--- config.mk ---
export PLATFORM = sky130hd
export DESIGN_NAME = utf8_to_utf16_transcoder_flat
export DESIGN_NICKNAME = d
export VERILOG_FILES = /design/src/u8u16_pkg.sv /design/src/u8u16_if.sv /design/src/utf8_to_utf16_transcoder.sv /design/src/u8u16_front.sv /design/src/u8u16_queue.sv /design/src/u8u16_back.sv /design/src/flat_wrapper.sv
export VERILOG_INCLUDE_DIRS = /design/src /design/src/src
export SDC_FILE = /design/constraint.sdc
export NUM_CORES = 1
export LEC_CHECK = 0
export ABC_AREA = 1
export BUFFER_PORTS_ARGS = -buffer_cell sky130_fd_sc_hd__buf_2
export CELL_PAD_IN_SITES_DETAIL_PLACEMENT = 0
export CELL_PAD_IN_SITES_GLOBAL_PLACEMENT = 1
export CORE_MARGIN = 2
export CORE_UTILIZATION = 46
export DETAILED_ROUTE_END_ITERATION = 10
export PLACE_DENSITY_LB_ADDON = 0.05
export SYNTH_ARGS = -nofsm -noshare
export SYNTH_HDL_FRONTEND = slang
export SYNTH_SLANG_ARGS = --single-unit
--- constraint.sdc ---
create_clock -name clk -period 4.64 [get_ports clk]
set_input_delay 0.232 -clock clk [delete_from_list [all_inputs] [get_ports clk]]
set_output_delay 0.232 -clock clk [all_outputs]
set_load 0.01 [all_outputs]
--- src/assert_macros.svh ---
// Assertion macros shared by the RTL files of the UTF-8 to UTF-16 transcoder.
// Defining NO_ASSERTIONS turns every macro below into an empty statement.
`ifndef ASSERT_MACROS_SVH
`define ASSERT_MACROS_SVH
`ifndef NO_ASSERTIONS
// The property must hold at every clock edge outside reset.
`define ASSERT_HOLDS(label, clk, rst, prop, msg) \
  label: assert property (@(posedge clk) disable iff (rst) (prop)) else $error(msg);
// The expression must never be true outside reset.
`define ASSERT_NEVER(label, clk, rst, expr, msg) \
  label: assert property (@(posedge clk) disable iff (rst) !(expr)) else $error(msg);
`else
`define ASSERT_HOLDS(label, clk, rst, prop, msg)
`define ASSERT_NEVER(label, clk, rst, expr, msg)
`endif
`endif

--- src/u8u16_pkg.sv ---
// Shared types and constants of the UTF-8 to UTF-16 transcoder.
// No dependencies; every RTL module of the block imports this package.
package u8u16_pkg;

  localparam int QUEUE_DEPTH = 2;

  localparam logic [15:0] REPL_UNIT = 16'hFFFD;

  // One decoded byte's worth of output: a run of replacement characters
  // followed by zero, one or two code units.
  typedef struct packed {
    logic [2:0]  n_repl;
    logic [1:0]  n_tail;
    logic [15:0] tail0;
    logic [15:0] tail1;
    logic        eot;
  } job_t;

  typedef struct packed {
    logic full;
    logic empty;
  } queue_status_t;

endpackage

--- src/u8u16_if.sv ---
// Valid/ready channel interfaces for the UTF-8 byte input and UTF-16 unit output.
// No dependencies.
interface u8u16_byte_if;
  logic       valid;
  logic       ready;
  logic [7:0] in_byte;
  logic       end_of_text;

  modport source (output valid, output in_byte, output end_of_text, input ready);
  modport sink (input valid, input in_byte, input end_of_text, output ready);
endinterface

interface u8u16_unit_if;
  logic        valid;
  logic        ready;
  logic [15:0] code_unit;
  logic        run_last;
  logic        text_last;

  modport source (output valid, output code_unit, output run_last, output text_last,
                  input ready);
  modport sink (input valid, input code_unit, input run_last, input text_last,
                output ready);
endinterface

--- src/utf8_to_utf16_transcoder.sv ---
// Top level of the UTF-8 to UTF-16 transcoder: front end, job queue, back end.
// Depends on u8u16_pkg, u8u16_if, u8u16_front, u8u16_queue, u8u16_back and
// assert_macros.svh.
//
//   channel  | dir  | payload                          | beat
//   ---------+------+----------------------------------+-------------------------
//   bytes    | sink | in_byte[7:0], end_of_text        | one UTF-8 byte
//   units    | src  | code_unit[15:0], run_last,       | one UTF-16 code unit
//            |      | text_last                        |
//
// A byte is decoded in the cycle it is taken and its job is registered in the
// queue; its code units leave the back end one per cycle while the output is
// ready, so a plain text moves one byte per cycle. A byte that yields k code
// units holds the back end until all k have left (k is at most four); the
// input keeps flowing until the job queue of QueueDepth entries is full. Reset
// (rst, synchronous) closes any open sequence and empties the queue. The input
// stalls only on a full queue, never on the output's ready in the same cycle.
module utf8_to_utf16_transcoder #(
  parameter int QueueDepth = u8u16_pkg::QUEUE_DEPTH
) (
  input  logic         clk,
  input  logic         rst,
  u8u16_byte_if.sink   bytes,
  u8u16_unit_if.source units
);
  import u8u16_pkg::*;
  `include "assert_macros.svh"

  job_t          front_job;
  job_t          head_job;
  logic          push;
  logic          pop;
  logic          seq_open;
  queue_status_t q_status;

  // The front decodes each byte against the open sequence and pushes a job
  // describing the run of replacement characters and the decoded units.
  u8u16_front u_front (
    .clk      (clk),
    .rst      (rst),
    .bytes    (bytes),
    .full     (q_status.full),
    .push     (push),
    .job      (front_job),
    .seq_open (seq_open)
  );

  // The queue decouples the two sides so that bursts of replacements or
  // surrogate pairs stall only the output.
  u8u16_queue #(
    .Depth (QueueDepth)
  ) u_queue (
    .clk    (clk),
    .rst    (rst),
    .push   (push),
    .wr_job (front_job),
    .pop    (pop),
    .rd_job (head_job),
    .status (q_status)
  );

  // The back end serializes the head job into code-unit beats.
  u8u16_back u_back (
    .clk   (clk),
    .rst   (rst),
    .job   (head_job),
    .empty (q_status.empty),
    .pop   (pop),
    .units (units)
  );

  // A job is never written into a full queue.
  `ASSERT_NEVER(a_no_overflow, clk, rst, push && q_status.full, "job pushed into full queue")
  // Every pushed job carries at least one code unit.
  `ASSERT_HOLDS(a_job_nonempty, clk, rst, push |-> ((front_job.n_repl + {1'b0, front_job.n_tail}) != 3'd0), "empty job pushed")
  // The final byte of a text always leaves the decoder with no sequence open.
  `ASSERT_HOLDS(a_eot_closes, clk, rst, (bytes.valid && bytes.ready && bytes.end_of_text) |=> !seq_open, "sequence still open after end of text")
  // A job leaves the queue only on its final unit.
  `ASSERT_HOLDS(a_pop_on_last, clk, rst, pop |-> (units.valid && units.ready && units.run_last), "queue popped before last unit")

endmodule

--- src/u8u16_front.sv ---
// Front end: accepts UTF-8 bytes, tracks the open sequence and turns each byte
// into a job for the queue. Depends on u8u16_pkg and u8u16_byte_if.
module u8u16_front (
  input  logic           clk,
  input  logic           rst,
  u8u16_byte_if.sink     bytes,
  input  logic           full,
  output logic           push,
  output u8u16_pkg::job_t job,
  output logic           seq_open
);
  import u8u16_pkg::*;

  logic [1:0]  bytes_expected, bytes_expected_next;
  logic [1:0]  bytes_held, bytes_held_next;
  logic [20:0] partial_value, partial_value_next;

  logic        accept;
  logic [7:0]  b;
  logic        eot;
  logic        is_cont;
  logic [1:0]  held_inc;
  logic [20:0] pv_shift;
  logic        cp_ok;
  logic        fresh;
  logic [1:0]  need;
  logic [20:0] lead_bits;
  logic [19:0] supp;

  assign b            = bytes.in_byte;
  assign eot          = bytes.end_of_text;
  assign bytes.ready  = !full;
  assign accept       = bytes.valid && !full;
  assign seq_open     = (bytes_expected != 2'd0);
  assign is_cont      = (b[7:6] == 2'b10);
  assign held_inc     = bytes_held + 2'd1;
  assign pv_shift     = {partial_value[14:0], b[5:0]};
  assign supp         = pv_shift[19:0] - 20'h10000;

  // Lead byte classification.
  always_comb begin
    need      = 2'd0;
    lead_bits = '0;
    if (b[7:5] == 3'b110) begin
      need      = 2'd1;
      lead_bits = {16'd0, b[4:0]};
    end else if (b[7:4] == 4'b1110) begin
      need      = 2'd2;
      lead_bits = {17'd0, b[3:0]};
    end else if (b[7:3] == 5'b11110) begin
      need      = 2'd3;
      lead_bits = {18'd0, b[2:0]};
    end
  end

  // Range check of a completed sequence: no overlong forms, no surrogates,
  // nothing above the last plane.
  always_comb begin
    unique case (bytes_expected)
      2'd1:    cp_ok = (pv_shift >= 21'h80);
      2'd2:    cp_ok = (pv_shift >= 21'h800) &&
                       !((pv_shift >= 21'hD800) && (pv_shift <= 21'hDFFF));
      2'd3:    cp_ok = (pv_shift >= 21'h10000) && (pv_shift <= 21'h10FFFF);
      default: cp_ok = 1'b0;
    endcase
  end

  always_comb begin
    bytes_expected_next = bytes_expected;
    bytes_held_next     = bytes_held;
    partial_value_next  = partial_value;
    job                 = '0;
    job.eot             = eot;
    fresh               = 1'b0;

    if (bytes_expected == 2'd0) begin
      fresh = 1'b1;
    end else if (is_cont) begin
      partial_value_next = pv_shift;
      bytes_held_next    = held_inc;
      if (held_inc == bytes_expected) begin
        bytes_expected_next = 2'd0;
        bytes_held_next     = 2'd0;
        partial_value_next  = '0;
        if (!cp_ok) begin
          job.n_repl = {1'b0, held_inc} + 3'd1;
        end else if (pv_shift <= 21'hFFFF) begin
          job.n_tail = 2'd1;
          job.tail0  = pv_shift[15:0];
        end else begin
          job.n_tail = 2'd2;
          job.tail0  = {6'b110110, supp[19:10]};
          job.tail1  = {6'b110111, supp[9:0]};
        end
      end else if (eot) begin
        job.n_repl = {1'b0, held_inc} + 3'd1;
      end
    end else begin
      // The sequence breaks: the lead and each held byte are rejected and
      // this byte starts over.
      job.n_repl          = {1'b0, bytes_held} + 3'd1;
      bytes_expected_next = 2'd0;
      bytes_held_next     = 2'd0;
      partial_value_next  = '0;
      fresh               = 1'b1;
    end

    if (fresh) begin
      if (!b[7]) begin
        job.n_tail = 2'd1;
        job.tail0  = {8'd0, b};
      end else if ((need != 2'd0) && !eot) begin
        bytes_expected_next = need;
        bytes_held_next     = 2'd0;
        partial_value_next  = lead_bits;
      end else begin
        job.n_repl = job.n_repl + 3'd1;
      end
    end

    if (eot) begin
      bytes_expected_next = 2'd0;
      bytes_held_next     = 2'd0;
      partial_value_next  = '0;
    end
  end

  assign push = accept && ((job.n_repl != 3'd0) || (job.n_tail != 2'd0));

  always_ff @(posedge clk) begin
    if (rst) begin
      bytes_expected <= 2'd0;
      bytes_held     <= 2'd0;
      partial_value  <= '0;
    end else if (accept) begin
      bytes_expected <= bytes_expected_next;
      bytes_held     <= bytes_held_next;
      partial_value  <= partial_value_next;
    end
  end

endmodule

--- src/u8u16_queue.sv ---
// Short job queue between the front and the back end of the transcoder.
// Depends on u8u16_pkg.
module u8u16_queue #(
  parameter int Depth = u8u16_pkg::QUEUE_DEPTH
) (
  input  logic                     clk,
  input  logic                     rst,
  input  logic                     push,
  input  u8u16_pkg::job_t          wr_job,
  input  logic                     pop,
  output u8u16_pkg::job_t          rd_job,
  output u8u16_pkg::queue_status_t status
);
  import u8u16_pkg::*;

  localparam int PtrW = (Depth > 1) ? $clog2(Depth) : 1;
  localparam int CntW = $clog2(Depth + 1);

  job_t            mem [Depth];
  logic [PtrW-1:0] wr_ptr;
  logic [PtrW-1:0] rd_ptr;
  logic [CntW-1:0] count;

  assign status.full  = (count == CntW'(Depth));
  assign status.empty = (count == '0);
  assign rd_job       = mem[rd_ptr];

  always_ff @(posedge clk) begin
    if (push) begin
      mem[wr_ptr] <= wr_job;
    end
  end

  always_ff @(posedge clk) begin
    if (rst) begin
      wr_ptr <= '0;
      rd_ptr <= '0;
      count  <= '0;
    end else begin
      if (push) begin
        wr_ptr <= (wr_ptr == PtrW'(Depth - 1)) ? '0 : wr_ptr + 1'b1;
      end
      if (pop) begin
        rd_ptr <= (rd_ptr == PtrW'(Depth - 1)) ? '0 : rd_ptr + 1'b1;
      end
      if (push && !pop) begin
        count <= count + 1'b1;
      end else if (pop && !push) begin
        count <= count - 1'b1;
      end
    end
  end

endmodule

--- src/u8u16_back.sv ---
// Back end: plays out the code units of the job at the head of the queue,
// one beat per cycle while the output is ready. Depends on u8u16_pkg and u8u16_unit_if.
module u8u16_back (
  input  logic            clk,
  input  logic            rst,
  input  u8u16_pkg::job_t job,
  input  logic            empty,
  output logic            pop,
  u8u16_unit_if.source    units
);
  import u8u16_pkg::*;

  logic [2:0] idx;
  logic [2:0] total;
  logic       last;
  logic       fire;

  assign total = job.n_repl + {1'b0, job.n_tail};
  assign last  = ((idx + 3'd1) == total);
  assign fire  = units.valid && units.ready;
  assign pop   = fire && last;

  assign units.valid     = !empty;
  assign units.run_last  = last;
  assign units.text_last = last && job.eot;

  always_comb begin
    if (idx < job.n_repl) begin
      units.code_unit = REPL_UNIT;
    end else if (idx == job.n_repl) begin
      units.code_unit = job.tail0;
    end else begin
      units.code_unit = job.tail1;
    end
  end

  always_ff @(posedge clk) begin
    if (rst) begin
      idx <= 3'd0;
    end else if (fire) begin
      idx <= last ? 3'd0 : idx + 3'd1;
    end
  end

endmodule

--- src/flat_wrapper.sv ---
// flat-port wrapper written by rule: the top's interface ports become plain ports
module utf8_to_utf16_transcoder_flat import u8u16_pkg::*;
#(
  parameter int QueueDepth = u8u16_pkg::QUEUE_DEPTH
)
  (clk, rst, bytes_valid, bytes_in_byte, bytes_end_of_text, bytes_ready, units_valid, units_code_unit, units_run_last, units_text_last, units_ready);
  u8u16_byte_if bytes_i ();
  u8u16_unit_if units_i ();
  input  logic clk;
  input  logic rst;
  input wire logic [$bits(bytes_i.valid)-1:0] bytes_valid;
  input wire logic [$bits(bytes_i.in_byte)-1:0] bytes_in_byte;
  input wire logic [$bits(bytes_i.end_of_text)-1:0] bytes_end_of_text;
  output wire logic [$bits(bytes_i.ready)-1:0] bytes_ready;
  output wire logic [$bits(units_i.valid)-1:0] units_valid;
  output wire logic [$bits(units_i.code_unit)-1:0] units_code_unit;
  output wire logic [$bits(units_i.run_last)-1:0] units_run_last;
  output wire logic [$bits(units_i.text_last)-1:0] units_text_last;
  input wire logic [$bits(units_i.ready)-1:0] units_ready;
  assign bytes_i.valid = bytes_valid;
  assign bytes_i.in_byte = bytes_in_byte;
  assign bytes_i.end_of_text = bytes_end_of_text;
  assign bytes_ready = bytes_i.ready;
  assign units_valid = units_i.valid;
  assign units_code_unit = units_i.code_unit;
  assign units_run_last = units_i.run_last;
  assign units_text_last = units_i.text_last;
  assign units_i.ready = units_ready;
  utf8_to_utf16_transcoder #(.QueueDepth(QueueDepth)) u_core (.clk(clk), .rst(rst), .bytes(bytes_i), .units(units_i));
endmodule
Word-level counts from Yosys, hierarchy flattened
Memories as Yosys holds them, arrays and structs flattened. A register that Yosys moved wholly into a read port is not among the register bits.
Index checks and enable logic that the tools add are counted.
Storage, ports and cells
  register bits: 32
  bits in latches: 0
  memory bits (writable): 76
  memory bits (read-only): 0
  word-level logic and storage cells: 117
  memories: 1
Memories
  u_core.u_queue.mem: depth 2, width 38, rd ports 1, clocked after memory_dff 1, write ports 1, line u8u16_queue.sv:19  | job_t mem [Depth];
Operators by class
  $add $sub $neg: 11
  multipliers: 0
  div/mod/pow operators: 0
  $lt $le $gt $ge: 8
  equal/unequal tests: 11
  shift operators: 0
  multiplexer cells: 55
  bitwise operators: 0
  reductions and logical operators: 24
Operator list (number)
  $mux W21: 8
  $mux W34: 3
  $mux W16: 3
  $le A21 B16 Y1 const B: 2
  $mux W2: 19
  $mux W37: 1
  $mux W18: 2
  $mux W3: 8
  $ge A21 B12 Y1 const B: 1
  $ge A21 B16 Y1 const B: 1
  $ge A21 B17 Y1 const B: 1
  $ge A21 B8 Y1 const B: 1
  $le A21 B21 Y1 const B: 1
  $sub A20 B17 Y20 const B: 1
  $logic_and A1 B1 Y1: 11
  $eq A2 B2 Y1 const B: 4
  $mux W1: 8
  $add A2 B1 Y3 const B: 2
  $add A3 B1 Y3 const B: 2
  $eq A3 B3 Y1: 2
  $logic_not A1 Y1: 6
  $reduce_bool A2 Y1: 3
  $eq A5 B5 Y1 const B: 1
  $mux W5: 1
  other kinds (14): 17

Longest topological paths before layout
Gate-level depths: netlist of the first run.
  word-level depth: 20
  mapped depth: 29

Cells and area by module
A second synthesis of the first run with hierarchy kept.
Second synthesis, totals
  cell total of the unflattened synthesis: 554
  area, all modules: 5502.8 µm²
Modules (own cells, without submodules)
  u8u16_queue: times used 1, cells each 151, area each 3050.4 µm², sequential area each 2382.3 µm²
  u8u16_front: times used 1, cells each 305, area each 1830.5 µm², sequential area each 380.4 µm²
  u8u16_back: times used 1, cells each 98, area each 621.8 µm², sequential area each 60.1 µm²

Worst setup path after synthesis of the first run
Ideal clock, no wire load.
  path kind: register -> register
  start point: reg u_core.u_front.bytes_held[0]
  end point: mem u_core.u_queue.mem[0][0] in the netlist's numbering, enable pin
  arrival: 3721 ps
  required time: 4217 ps
  slack: 496 ps
  cell stages (with the launch flop): 21
  path buffers: 0
  cells stage by stage: dfxtp_1 inv_1 ha_1 inv_1 nand2_1 and3_1 o21ai_0 a21oi_4 nand2_4 nand2_1 nand2_1 nand2_1 inv_1 ha_1 nand2_1 nand3_1 nand2_2 nor2_2 nand2_2 nand2_1 nor2_1
RTL lines
  start, declared: line u8u16_front.sv:15  | logic [1:0] bytes_held, bytes_held_next;
  start signal, assigned: line u8u16_front.sv:137  | bytes_held <= bytes_held_next;
  end, declared: line u8u16_queue.sv:19

==> results of run 1 <==
-- registers in the layout, summed over array words and instances (netlist names), named ones only --
name and cells:
u_core.u_queue.mem 66, u_core.u_back.idx 3, u_core.u_front.bytes_held 2, u_core.u_queue.wr_ptr 1, u_core.u_front.partial_value 15, u_core.u_queue.count 2
u_core.u_queue.rd_ptr 1, u_core.u_front.bytes_expected 2
-- Yosys cell counts, types with 2 or more instances --
cell type,n
ha_1,11
nand2_1,105
or2_2,11
inv_2,6
nor2_2,7
nand3_1,15
nand2_2,8
o211ai_1,9
nor3_2,2
dfxtp_1,27
o31ai_1,6
o22ai_1,11
nor3_1,8
xnor2_1,2
inv_1,65
a22oi_1,5
xor2_1,7
o311ai_0,9
a21oi_1,27
a211oi_1,3
nor2_1,94
clkbuf_1,15
nand4_1,2
edfxtp_1,66
a31oi_1,2
o21ai_0,20
-- placed cells by master (no fill, tap or decap), types with 2 or more instances in the layout --
master      count
nand4_1         2
nand3_1        15
nand2_2         8
xnor2_1         2
o21ai_0        20
buf_2          32
edfxtp_1       66
nor2_1         93
o22ai_1        11
nor3_1          8
nand2_1       105
a21oi_1        27
inv_2           6
a22oi_1         5
buf_4           4
a31oi_1         2
nor2_2          8
inv_1          65
o31ai_1         6
nor3_2          2
clkinv_1        2
dfxtp_1        27
inv_6           2
or2_2          11
o211ai_1        9
xor2_1          7
a211oi_1        3
clkbuf_8        9
clkinvlp_4      2
o311ai_0        9
ha_1           11
-- power groups by stage --
stage          Sequential (mW)  Clock [mW]  Combinational [mW]
2_1_floorplan            0.979           0               0.282
3_3_place_gp             0.982           0               0.416
3_5_place_dp             0.983           0               0.422
4_1_cts                  0.964       0.501               0.423
5_1_grt                  0.969       0.534               0.474
6_report                 0.964       0.491               0.418
-- cells by family after synthesis --
group / Yosys count
AO/OA/AOI/OAI: 98
flip-flops: 93
adder cells (fa/ha/maj): 12
buffers and inverters: 88
XOR/XNOR: 9
AND/OR/NAND/NOR: 256
multiplexers: 1
-- per-stage QoR --
step / hold WS (ns) / util / setup slack, ns
3_3_place_gp: 0.479 / 0.500 / 1.21
6_report: 0.149 / 0.517 / 0.798
4_1_cts: 0.145 / 0.517 / 0.734
5_1_grt: 0.149 / 0.517 / 0.491
3_5_place_dp: 0.487 / 0.500 / 1.10
2_1_floorplan: 0.331 / - / 0.496
-- cell type report --
| type | instances | area (sq um) | share of cell area |
|---|---|---|---|
| Multi-Input combinational cell | 376 | 1970 | 0.372 |
| Inverter | 71 | 267 | 0.0504 |
| Timing Repair Buffer | 36 | 190 | 0.0359 |
| Sequential cell | 93 | 2520 | 0.477 |
| Clock buffer | 9 | 124 | 0.0234 |
| Clock inverter | 7 | 48.8 | 0.00922 |
| Tap cell | 136 | 170 | 0.0322 |
-- worst register-to-register path, cell delays in order (launching register included) --
cell	delay, ns
dfxtp_1	0.43
inv_1	0.13
ha_1	0.36
inv_1	0.09
nand2_1	0.06
and3_1	0.23
o21ai_0	0.17
a21oi_4	0.16
nand2_4	0.11
nand2_1	0.07
nand2_1	0.06
nand2_1	0.09
inv_1	0.04
ha_1	0.26
nand2_1	0.08
nand2_2	0.07
nor2_2	0.12
nand2_2	0.08
nand2_1	0.09
inv_1	0.05
ha_1	0.29
a21oi_1	0.11
o21ai_0	0.11
o21ai_0	0.17
a21oi_1	0.05
-- path summary, 6_finish.rpt --
kind,startpoint,endpoint,slack [ns],depth (start not counted)
max reg2reg,u_core.u_front.bytes_held[0]$_SDFFE_PP0P_,u_core.u_queue.count[1]$_SDFFE_PP0P_,1.04,24
min reg2reg,u_core.u_queue.count[1]$_SDFFE_PP0P_,u_core.u_queue.count[1]$_SDFFE_PP0P_,0.50,2
max,flop,units_code_unit[10],0.80,12
min,bytes_in_byte[0],u_core.u_front.partial_value[0]$_SDFFE_PP0P_,0.15,3
-- layer usage --
metal  vias up  part of all wire
met5         -                 0
met4         0             0.021
met3        21             0.043
met2       103              0.46
met1      1785              0.48
li1       1925                 -
==> impl_results.md, run 1 <==
- Status: finished, final reports clean
- DP HPWL: 8220 um
- Post-CTS sizing: 0
- Synthesized area: ~4800 sq um
- Crit Path Max Fanout: 34
- Register share of total power: 0.514
- Dominant cell type by area after synthesis: edfxtp_1
- Largest family of logic cells by synthesized area: simple AND/OR/NAND/NOR gates
- Net Sw Frac: 0.315
- Layout area overhead: 9.67%
- Hold WC Path Type: input pin to flop
- CP peak stage delay: 0.57 ns
- Top Usage Layer GRT: met2
- Yosys warns: 0
- Mapped Nets: approximately 580
- Clk_lat worst skew: ~0.36 ns
- Post-synth top area share: 0.411
- Comb pwr share: 0.223
- Post CTS Setup Buffer Count: 0
- Boundary pin count: 33
- Pin count of the biggest net entering global routing: 35
- Clk slew on worst S/H paths: 0.10 ns
- Longest Clk Path Bufs: 2
- Post-route cell area: 5290 sq um
- Final WL: 11300 um
- Static Leak: around 2.1 nW
- Async S/R FF share, synth: 0
- Final Total Pwr: 1.87 mW
- Met1 usage: 0.311
- Vias: 3834
- Max Cap Viol: 0
- Post-CTS Hold Fix Bufs: 0
- Nature of the critical path endpoint: output port
- Sequential share of the synthesized area: 0.523
- Die W: 106 um
- Final worst-path cycle share: 0.828
- First-pass iteration count of the detailed router: 4
- Routed Antenna Nets: 0
- Site Rows: 37
- Layout cell share with drive strength beyond 1: 0.152
- Worst EP required: 4.41 ns
- Fillers: roughly 1000
- TritonCTS clock tree: yes
- Antenna violations before repair: 0
- Clock Skew: 0.0147 ns
- CTS Buf Count: 9
- CP Cell Sequence: buf_4 -> inv_1 -> buf_4 -> or2_2 -> o21ai_0 -> ha_1 -> nand3_1 -> inv_1 -> a21oi_1 -> nor2_1 -> o31ai_1 -> buf_2
- Pint: 1.28 mW
- Fin crit period: 3.84 ns
- Net Switching: between 0.5 and 0.6 mW
- Post-place instance area: 5120 sq um
- Critical path class: flop to output port
- Total Nets Final: 612
- Number of global-route vias before repair: 3651
- Clock power frac: 0.262
- Synth Area in Compound Gates: 0.129
- Die Area: between 10000 and 15000 sq um
- Average wire per standard cell: 15.5 um
- Flops & latches, synth: 93
- Slew of the pin with the lowest slew margin: roughly 0.6 ns
- Maximum vdd drop: about 150 uV
- Initial Utilization: 0.472
- Port bufs: 32
- Antenna cell count: 0
- Distinct cell type count after synthesis: 40
- Clock Sinks: 93
- 1st-iter DRT viols: approximately 340
- Post-synthesis simple-gate area fraction: 0.227
- GRT Total Usage: 0.216
- Post-route insts no fill: approximately 730
- Critical Path AT: 3.61 ns
- Top cell family by delay on the critical path: buffers and inverters
- Grt met3 use: 0.0282
- Core ar.: 10200 sq um
- First-pass GRT wire length: ~19000 um
- Final setup viols: 0
- CP bufs+invs: 5
- XOR/XNOR share of the synthesized area: 0.0163
- Fin Setup TNS: 0 ns
- Dpl cells: 712
- Relative slew slack: 0.601
- Syn Inst Count: 557
- Congestion Overflow GR: 0
- Crit-path slowest cell: inv_1
- Met2 GRT Util: 0.335
- Post-synth EDFFs: 66
- H-tree lvl count: 3
- Power per Cell Area: roughly 350 nW/um^2
- RSZ-0062 raised after global routing: no
- Syn avg cell area: 8.66 sq um
- Routability cong.: 0.873
- Startpoint class of the critical path: flop
- Final hold violations: 0
- DRC viols: 0
- Die extent in y: 106 um
- Largest cells by area after synthesis: edfxtp_1 (41%), dfxtp_1 (11%), nand2_1 (8.2%)
- Post-synthesis adder-cell area fraction: 0.0327
- Ys flop type: edfxtp_1
- Vias/cell: 5.27
- Peak Freq: 0.260 GHz
- Post-synthesis mux area share: 0.00207
- Max-slew violations: 0
- Root Buffer: clkbuf_8
Power figures use the tool's default switching activity.
==> inputs of run 2 (changes only) <==
--- a/config.mk
+++ b/config.mk
@@ -11,7 +11,7 @@
 export CELL_PAD_IN_SITES_DETAIL_PLACEMENT = 0
 export CELL_PAD_IN_SITES_GLOBAL_PLACEMENT = 1
 export CORE_MARGIN = 2
-export CORE_UTILIZATION = 46
+export CORE_UTILIZATION = 42
 export DETAILED_ROUTE_END_ITERATION = 10
 export PLACE_DENSITY_LB_ADDON = 0.05
 export SYNTH_ARGS = -nofsm -noshare
==> constraint.sdc (replaced) <==
create_clock -name clk -period 3.4 [get_ports clk]
set_input_delay 0.17 -clock clk [delete_from_list [all_inputs] [get_ports clk]]
set_output_delay 0.17 -clock clk [all_outputs]
set_load 0.01 [all_outputs]
==> run 2 against run 1 <==
  * Global-route usage decreased by 2.1 points
  * Clock power increased by 120%
  * Wire length increased by 3.7%
  * Clock-buffer cell count unchanged
  * Critical path depth decreased by 2
  * Power increased by 59%
  * Sequential share of layout area decreased by 2.3 points
  * Largest power group unchanged
  * Highest routed layer unchanged
==> impl_results.md, run 2 (synthesis gave the netlist of run 1 again) <==
- Status: finished, final reports clean (unchanged)
- Critical Path AT: 2.98 ns (was 3.61 ns)
- 1st-iter DRT viols: 208 (was 336)
- Boundary pin count: 33 (unchanged)
- Met1 usage: 0.281 (was 0.311)
- Die Area: 12400 sq um (was 11300 sq um)
- Routed Antenna Nets: 0 (unchanged)
- Clk_lat worst skew: 0.34 ns (was 0.36 ns)
- Peak Freq: roughly 0.32 GHz
- First-pass iteration count of the detailed router: 4 (unchanged)
- TritonCTS clock tree: yes (unchanged)
- H-tree lvl count: 3 (unchanged)
- R2r setup slk: 0.32 ns (was 1.04 ns)
- First-pass GRT wire length: 18900 um (was 19000 um)
- Dpl cells: 726 (was 712)
- Leading cell type in the layout, fill and taps excluded: nand2_1 (unchanged)
- Antenna violations before repair: 0 (unchanged)
- Area of the multi-input gates: 2010 sq um (was 1970 sq um)
- Clock Skew: 0.0116 ns (was 0.0147 ns)
- Die extent in y: 111 um (was 106 um)
- Layout area overhead: 15.7% (was 9.67%)
- Slew of the pin with the lowest slew margin: 0.520 ns (was 0.598 ns)
- WHS: 0.113 ns (was 0.149 ns)
- RSZ-0062 raised after global routing: no (unchanged)
- Power per Cell Area: 535 nW/um^2 (was 354 nW/um^2)
- Die W: 111 um (was 106 um)
- Top Usage Layer GRT: met2 (unchanged)
- Total Nets Final: 620 (was 612)
- Relative slew slack: 0.652 (was 0.601)
- Number of global-route vias before repair: 3573 (was 3651)
- Fin Setup TNS: 0 ns (unchanged)
- Vias/cell: 5.14 (was 5.27)
- Congestion Overflow GR: 0 (unchanged)
- Post-route cell area: 5580 sq um (was 5290 sq um)
- Critical path class: flop to output port (unchanged)
- Crit-path slowest cell: inv_1 (unchanged)
- Final worst-path cycle share: 0.926
- Maximum vdd drop: 214 uV (was 152 uV)
- Post-place instance area: 5210 sq um (was 5120 sq um)
- CP Cell Sequence: inv_1 -> or2_2 -> o21ai_0 -> ha_1 -> nand3_1 -> inv_1 -> a21oi_1 -> nor2_1 -> o31ai_1 -> buf_2 (was buf_4 -> inv_1 -> buf_4 -> or2_2 -> o21ai_0 -> ha_1 -> nand3_1 -> inv_1 -> a21oi_1 -> nor2_1 -> o31ai_1 -> buf_2)
- Site Rows: 39 (was 37)
- DP HPWL: 8630 um (was 8220 um)
- Clock Sinks: 93 (unchanged)
- DRC viols: 0 (unchanged)
- CTS Buf Count: 9 (unchanged)
- Longest Clk Path Bufs: 2 (unchanged)
- Port bufs: 32 (unchanged)
- Vias: 3816 (was 3834)
- Final WL: 11700 um (was 11300 um)
- CP peak stage delay: 0.43 ns (was 0.57 ns)
- Largest registers: u_core.u_queue.mem (66), u_core.u_front.partial_value (15), u_core.u_back.idx (3) (unchanged)
- Most frequent cells in the layout: nand2_1 (104), nor2_1 (92), edfxtp_1 (66), inv_1 (64), buf_2 (32) (was nand2_1 (105), nor2_1 (93), edfxtp_1 (66), inv_1 (65), buf_2 (32))
- Worst EP required: 3.23 ns (was 4.41 ns)
- Nature of the critical path endpoint: output port (unchanged)
- Average wire per standard cell: 15.8 um (was 15.5 um)
- Post-route insts no fill: 743 (was 728)
- Static Leak: 2.27 nW (was 2.14 nW)
- Layout cell share with drive strength beyond 1: 0.188 (was 0.152)
- Max Cap Viol: 0 (unchanged)
- Startpoint class of the critical path: flop (unchanged)
- Root Buffer: clkbuf_16 (was clkbuf_8)
- Crit Path Max Fanout: 13 (was 34)
- Max reg flops: 66 (unchanged)
- Core ar.: 11300 sq um (was 10200 sq um)
- Largest Register: u_core.u_queue.mem (unchanged)
- Initial Utilization: 0.426 (was 0.472)
- Fillers: 1114 (was 997)
- Top cell by count, worst path: inv_1
- Final setup viols: 0 (unchanged)
- Hold WC Path Type: input pin to flop (unchanged)
- Final hold violations: 0 (unchanged)
- Max-slew violations: 0 (unchanged)
- Post-CTS Hold Fix Bufs: 0 (unchanged)
- Storage element area: 2530 sq um (was 2520 sq um)
- Antenna cell count: 0 (unchanged)
- Met2 GRT Util: 0.305 (was 0.335)
- Fin crit period: 3.15 ns
- Pin count of the biggest net entering global routing: 34 (was 35)
- Grt met3 use: 0.0399 (was 0.0282)
- Routability cong.: 0.891 (was 0.873)
- Clk slew on worst S/H paths: 0.07 ns (was 0.10 ns)
- GRT Total Usage: 0.194 (was 0.216)
[run 2: cell count changes in the layout (fill, tap and decap cells not counted), moves of 3 or more]
cell | before | now
buf_4 | 4 | 10
clkbuf_16 | 0 | 9
clkbuf_8 | 9 | 0
dfxtp_1 | 27 | 20
dfxtp_2 | 0 | 6
o21ai_0 | 20 | 17
o21ai_1 | 0 | 3
[run 2: critical path, delay by kind of cell, from the launching register on]
family | cells | cell delay (ns)
fa+ha+maj | 1 | 0.19
flops | 1 | 0.39
buf+inv | 3 | 0.74
simple gates | 3 | 0.94
compound gates | 3 | 0.38
[run 2: per-layer routing]
layer | wire, um | vias to the layer above
li1 | - | 1931
met1 | 5620 | 1781
met2 | 5420 | 96
met3 | 608 | 8
met4 | 99 | 0
met5 | 0 | -
[run 2: metrics by stage]
stage	util	setup WS, ns	total power, mW
final	0.493	0.253	2.99
after global routing	0.493	0.0431	3.14
after CTS	0.489	0.0328	3.02
after detailed placement	0.460	-0.00229	1.93
after global placement	0.460	0.145	1.93
after floorplan	-	0.0307	1.72
[run 2: cell type report]
type,instances,area share
Clock buffer,9,0.0403
Multi-Input combinational cell,376,0.359
Tap cell,143,0.0321
Sequential cell,93,0.454
Timing Repair Buffer,44,0.0493
Clock inverter,7,0.0173
Inverter,71,0.0477
[run 2: final timing paths]
path | from | end | depth (start not counted)
worst max register to register | u_core.u_front.bytes_held[0]$_SDFFE_PP0P_ | u_core.u_queue.count[1]$_SDFFE_PP0P_ | 24
worst min-delay path | bytes_in_byte[1] | u_core.u_front.partial_value[1]$_SDFFE_PP0P_ | 3
worst min register to register | u_core.u_queue.rd_ptr$_SDFFE_PP0P_ | u_core.u_queue.rd_ptr$_SDFFE_PP0P_ | 2
worst max-delay path | flop | units_code_unit[12] | 10
[run 2: timing repair]
action | 4_1_cts | 5_1_grt
endpoints found under the setup margin | 1 | 7
hold endpoints to repair | 0 | 0
pin swaps | 0 | 4
setup buffers | 0 | 1
resized for setup | 1 | 16
[run 2: power breakdown]
part,internal (mW),leakage (nW),switching [mW],total [mW]
combinational,0.208,1.25,0.382,0.590
sequential,1.29,0.854,0.0268,1.32
clock,0.649,0.161,0.431,1.08
